<file path="src/design/csa_pkg.sv">
`timescale 1ns / 1ps
// ----------------------------------------------------------------------------
// csa_pkg
// Shared types and codes for the contiguous slot allocator: request and
// response payloads, operation and status codes, and the controller interface.
// ----------------------------------------------------------------------------
package csa_pkg;

  localparam int OP_W     = 2;
  localparam int LEN_W    = 11;
  localparam int TK_W     = 16;
  localparam int STATUS_W = 3;
  localparam int CFG_W    = 11;

  localparam logic [CFG_W-1:0] CFG_RESET = 11'd1024;

  localparam logic [OP_W-1:0] OP_ALLOC   = 2'd0;
  localparam logic [OP_W-1:0] OP_RELEASE = 2'd1;
  localparam logic [OP_W-1:0] OP_COMPACT = 2'd2;

  localparam logic [STATUS_W-1:0] ST_ALLOCATED = 3'd0;
  localparam logic [STATUS_W-1:0] ST_NO_ROOM   = 3'd1;
  localparam logic [STATUS_W-1:0] ST_RELEASED  = 3'd2;
  localparam logic [STATUS_W-1:0] ST_NOT_FOUND = 3'd3;
  localparam logic [STATUS_W-1:0] ST_COMPACTED = 3'd4;

  typedef struct packed {
    logic [OP_W-1:0]  op;
    logic [LEN_W-1:0] run_length;
    logic [TK_W-1:0]  ticket_to_free;
  } req_t;

  typedef struct packed {
    logic [STATUS_W-1:0] status;
    logic [TK_W-1:0]     ticket;
  } rsp_t;

  typedef enum logic [2:0] {
    S_CLEAR,
    S_IDLE,
    S_SCAN,
    S_FILL,
    S_ZERO,
    S_RESP
  } state_t;

  typedef struct packed {
    logic clear_en;
    logic load;
    logic scan_en;
    logic fill_en;
    logic zero_en;
    logic respond;
  } cmd_t;

  typedef struct packed {
    logic clear_last;
    logic skip;
    logic found;
    logic scan_done;
    logic compact;
    logic fill_last;
    logic zero_done;
  } sts_t;

endpackage

</file>
<file path="src/design/csa_ctrl.sv">
`timescale 1ns / 1ps
// ----------------------------------------------------------------------------
// csa_ctrl
// Sequencer for the slot allocator: clearing pass, scan, run fill, tail
// zeroing and response phases.
// ----------------------------------------------------------------------------
module csa_ctrl (
  input  logic          clk,
  input  logic          rst_n,
  input  logic          start,
  input  csa_pkg::sts_t sts,
  output csa_pkg::cmd_t cmd,
  output logic          busy
);

  csa_pkg::state_t state_r;
  csa_pkg::state_t state_nxt;

  always_ff @(posedge clk) begin
    if (!rst_n) begin
      state_r <= csa_pkg::S_CLEAR;
    end else begin
      state_r <= state_nxt;
    end
  end

  always_comb begin
    state_nxt = state_r;
    cmd       = '0;
    unique case (state_r)
      csa_pkg::S_CLEAR: begin
        cmd.clear_en = 1'b1;
        if (sts.clear_last) begin
          state_nxt = csa_pkg::S_IDLE;
        end
      end
      csa_pkg::S_IDLE: begin
        if (start) begin
          cmd.load  = 1'b1;
          state_nxt = csa_pkg::S_SCAN;
        end
      end
      csa_pkg::S_SCAN: begin
        // Requests that are answered without touching the store leave at once.
        if (sts.skip) begin
          state_nxt = csa_pkg::S_RESP;
        end else begin
          cmd.scan_en = 1'b1;
          if (sts.found) begin
            state_nxt = csa_pkg::S_FILL;
          end else if (sts.scan_done) begin
            state_nxt = sts.compact ? csa_pkg::S_ZERO : csa_pkg::S_RESP;
          end
        end
      end
      csa_pkg::S_FILL: begin
        cmd.fill_en = 1'b1;
        if (sts.fill_last) begin
          state_nxt = csa_pkg::S_RESP;
        end
      end
      csa_pkg::S_ZERO: begin
        cmd.zero_en = 1'b1;
        if (sts.zero_done) begin
          state_nxt = csa_pkg::S_RESP;
        end
      end
      csa_pkg::S_RESP: begin
        cmd.respond = 1'b1;
        state_nxt   = csa_pkg::S_IDLE;
      end
      default: begin
        state_nxt = csa_pkg::S_IDLE;
      end
    endcase
  end

  assign busy = (state_r != csa_pkg::S_IDLE);

endmodule

</file>
<file path="config.mk">
export PLATFORM = sky130hd
export DESIGN_NAME = csa_ctrl
export DESIGN_NICKNAME = d
export VERILOG_FILES = /design/src/design/csa_pkg.sv /design/src/design/csa_ctrl.sv
export SDC_FILE = /design/constraint.sdc
export NUM_CORES = 1
export LEC_CHECK = 0
export BUFFER_PORTS_ARGS = -buffer_cell sky130_fd_sc_hd__buf_2
export CAP_MARGIN = 20
export CORE_AREA = 2 2 39 41
export DETAILED_ROUTE_END_ITERATION = 8
export DIE_AREA = 0 0 41 43
export PLACE_DENSITY_LB_ADDON = 0.25
export SLEW_MARGIN = 20
export SYNTH_ARGS = -nofsm -noshare
export SYNTH_HDL_FRONTEND = slang
export SYNTH_SLANG_ARGS = --single-unit
</file>
<file path="constraint.sdc">
create_clock -name clk -period 1.55 [get_ports clk]
set_clock_uncertainty 0.2 [all_clocks]
set_input_delay 0.31 -clock clk [delete_from_list [all_inputs] [get_ports clk]]
set_output_delay 0.31 -clock clk [all_outputs]
set_load 0.005 [all_outputs]
</file>
== After elaboration in Yosys (flattened, before gate mapping) ==
Cells that the tools add are included.
Storage, ports and cells
  bits in registers: 3
  bits of input ports: 10
  output and inout bits: 7
  word-level logic and storage cells: 31
Operators by class
  eq/ne operators: 11
  muxes and demuxes: 17
  reduce and logical (&&, ||, !) cells: 2
Operator list (count)
  $mux W3: 7
  $pmux W3 S5: 1
  $mux W1: 9
  $ne A2 B2 Y1 const B: 4
  $eq A3 B2 Y1 const B: 2
  $eq A3 B3 Y1 const B: 2
  $reduce_and A5 Y1: 1
  $ne A4 B4 Y1 const B: 1
  $eq A3 B1 Y1 const B: 1
  $logic_not A3 Y1: 1
  $ne A3 B1 Y1 const B: 1

== Longest topological paths before layout ==
  depth after elaboration: 5
  gate-level depth with buffers: 4
  depth with buffers taken out: 4

== Worst setup path before layout ==
Ideal clock, no wire load.
  kind: register to register
  start: reg state_r[2]
  end: reg state_r[2]
  library setup time: 91 ps
  arrival: 1079 ps
  required time: 1259 ps
  slack: 180 ps
  stages on the path, launching flop included: 5
  buffers on the path: 0
  clock period less this slack: 1370 ps
  cell sequence: dfxtp_1 inv_1 nor3_1 a31oi_1 a311oi_1
Between the ends
  longest elaborated chain between the ends: 3
  elaborated cells on any way between the ends: 12
  classes of those cells: eq/ne (9); mux (1); reduce/logical (2)
RTL lines
  start: declaration: RTL line csa_ctrl.sv:16  | csa_pkg::state_t state_r;
  start signal: assignment: RTL line csa_ctrl.sv:21  | state_r <= csa_pkg::S_CLEAR;
  start signal: assignment: RTL line csa_ctrl.sv:23  | state_r <= state_nxt;
  $eq A3 B2 Y1, or another cell as far along: RTL line csa_ctrl.sv:30  | unique case (state_r)
  $ne A4 B4 Y1 (no line) or $ne A2 B2 Y1 (tied branches)
  $reduce_and A5 Y1 (no line)
Parallel ways exist; a longest one is shown, timed or not.
A chain may end at the register's enable or synchronous reset.

==> results.md <==
- Outcome: complete, but fails checks
- Failing checks: negative setup slack
- RSZ-0062 raised after global routing: yes
- Adder-Cell Fraction of Synth Area: 0%
- Top flop regs: state_r (3)
- CTS tree: built
- Cell count of the worst hold path: 3
- Die Wd: 41 microns
- Post-route clock period utilization: 103%
- Dpl ws: 87.8 ps
- Chip height: 43 microns
- CTS buffer count: 3
- Die ar.: 1760 sq um
- Static Leak: 0.234 nW
- # diodes: 0
- Register area share after synthesis: 22.0%
- Number of flops mapped to enable cells by yosys: 0
- Compound-gate portion of the synthesized area: 22.5%
- Crit path launch: state_r[2]$_SDFFE_PN0P_
- Ports: 17
- Via count: 366
- FMAX: 627 MHz
- Iter 0 DRT Violations: 4
- Critical Setup Path Class: reg2out
- DRT Pass-1 Iters: 4
- Critical Path RT: 1040 ps
- Dpl cells: 72
- Hold WS: 119 ps
- Post-route insts no fill: 81
- Yosys top cell by area: dfxtp_1
- Power per Cell Area: 1700 nW/um^2
- NumNets Final: 76
- P&R area growth vs syn: 82.1%
- Core Rows: 14
- Setup violators final: 2
- Critical path endpoint category: output port
- All-Layer GR Usage: 10.4%
- Yosys Warn Count: 0
- Main flop type after synthesis: dfxtp_1
- Post-Synthesis Cells: 38
- Share of layout cells above drive strength 1: 55.4%
- Share of flip-flops with an asynchronous set or reset: 0%
- Largest net degree at the start of global routing: 9
- Yosys top cell area share: 22.0%
- Post-route ant nets: 0
- Sequential Power Share: 21.2%
- Mux share of post-synthesis cell area: 7.34%
- Post-Synth Simple-Gate Area: 39.9%
- Mapped Area: 273 sq um
- CTS Sinks: 3
- CP cell instances: and2b_2 -> and2_1 -> buf_2
- XOR/XNOR Fraction of Synth Area: 0%
- Reg2reg path depth: 5
- Initial core utilization: 19.7%
- Clk buf depth: 2
- Max_cap viols: 0
- Hold_sp: rst_n
- Max stage delay cell, worst path: dfxtp_4
- Comb power frac: 62.0%
- Slew headroom: 84.6%
- Combinational family with the most area after synthesis: simple AND/OR/NAND/NOR gates
- Worst Setup Start Kind: flop
- Setup Total Neg Slack: -77.4 ps
- WL per Instance: 9.90 microns
- Final min period: 1590 ps
- CP max stage delay: 360 ps
- Hold Path Class: in2reg
- Routed vias/inst: 4.52
- Int Pwr: 0.000506 W
- Largest Register: state_r
- PortBufs: 16
- Detail Placement HPWL: 604 microns
- Switch share: 40.0%
- Initial antenna violation count: 0
- Vias in the first global route: 329
- Clock root cell: clkbuf_4
- DRC violations left: 0
- Syn Nets: 48
- Clk_lat worst skew: 240 ps
- R2r startpoint: state_r[2]$_SDFFE_PN0P_
- Placer Congestion: 0.706
- Final-report max-slew violation count: 0
- Grt ovf: 0
- H-tree depth: 1
- Max reg flops: 3
- Post-synth top cells: inv_1, nand2_1, nor2_1
- Peak supply drop: 0.385 mV
- Syn_area_per_cell: 7.18 sq um
- Area contributors post-synth: dfxtp_1, mux2i_1, inv_1
- Critical path peak fanout: 5
- Arrival @ worst endpoint: 1080 ps
- Fin util: 35.9%
- First-pass GRT wire length: 1170 microns
- Switching Power: 0.000337 W
- Netlist cell types: 20
- Top-count cell post-synth: inv_1
- Worst-margin pin slew: 231 ps
- Clk network pwr share: 16.8%
- Final hold viol count: 0
- Filler cells: 144
- Total detailed-routing wirelength: 802 microns
- Register bit count reported by yosys: 3
- Core ar.: 1380 sq um
- Worst setup margin: -43.8 ps
- Clock transition at the registers of the reported paths: 40 ps
==> per-stage QoR <==
step                power, W  instance area [sq um]
CTS                 0.000777                    462
finish              0.000843                    497
global route        0.000908                    497
detailed placement  0.000556                    392
floorplan           0.000401                    273
global placement    0.000565                    392
==> what timing repair did <==
action                     CTS  global route
pin swaps                    2             4
setup buffers                3             2
setup endpoints to repair    6             8
hold buffers                 0             0
gates resized for setup      6             4
==> final cells by class <==
class | instances | area, sq um | share of cell area, %
tap | 16 | 20.0 | 4.03
sequential | 3 | 67.6 | 13.6
inverter | 5 | 18.8 | 3.78
timing repair buffer | 24 | 144 | 29.0
clock buffer | 4 | 26.3 | 5.29
multi-input combinational | 29 | 220 | 44.3
==> layout by cell type (no fill, tap or decap), drive strengths merged, types with 2 or more instances in the layout <==
cell and count:
buf 24, inv 5, nor2 4, nand2 4, clkbuf 4, nor3 3, dfxtp 3, o21ai 2
nand3 2, mux2i 2, a31oi 2
==> power by group through the flow <==
stage                     combinational [W]  sequential [W]  clock, W
after floorplan                    0.000247        0.000155         0
after global placement             0.000399        0.000165         0
after detailed placement           0.000393        0.000163         0
after CTS                          0.000451        0.000181  0.000145
after global routing               0.000575        0.000185  0.000148
final                              0.000522        0.000178  0.000142
==> critical path: cells and delay by family, from the launching register on <==
kind	cells	cell delay [ps]
and+or+nand+nor	2	360
buffers and inverters	1	120
DFF	1	360
==> final timing paths <==
path / end / slack [ps]
worst max-delay path: cmd[2] / -40
worst min-delay path: state_r[0]$_SDFFE_PN0P_ / 120
worst max register to register: state_r[2]$_SDFFE_PN0P_ / 110
worst min register to register: state_r[2]$_SDFFE_PN0P_ / 350
==> routing by layer <==
metal / vias up / wire (microns) / track usage [%]
li1: 189 / - / -
met1: 160 / 325 / 8.33
met2: 14 / 402 / 17.8
met3: 3 / 51 / 1.57
met4: 0 / 23 / 12.0
met5: - / 0 / 0
==> kinds of logic (layout without fill, tap and decap cells) <==
group,Yosys count,in the layout
multiplexers,2,2
flip-flops,3,3
buffers and inverters,6,33
AND/OR/NAND/NOR,19,19
AO/OA/AOI/OAI,8,8
(Power assumes the default switching activity.)
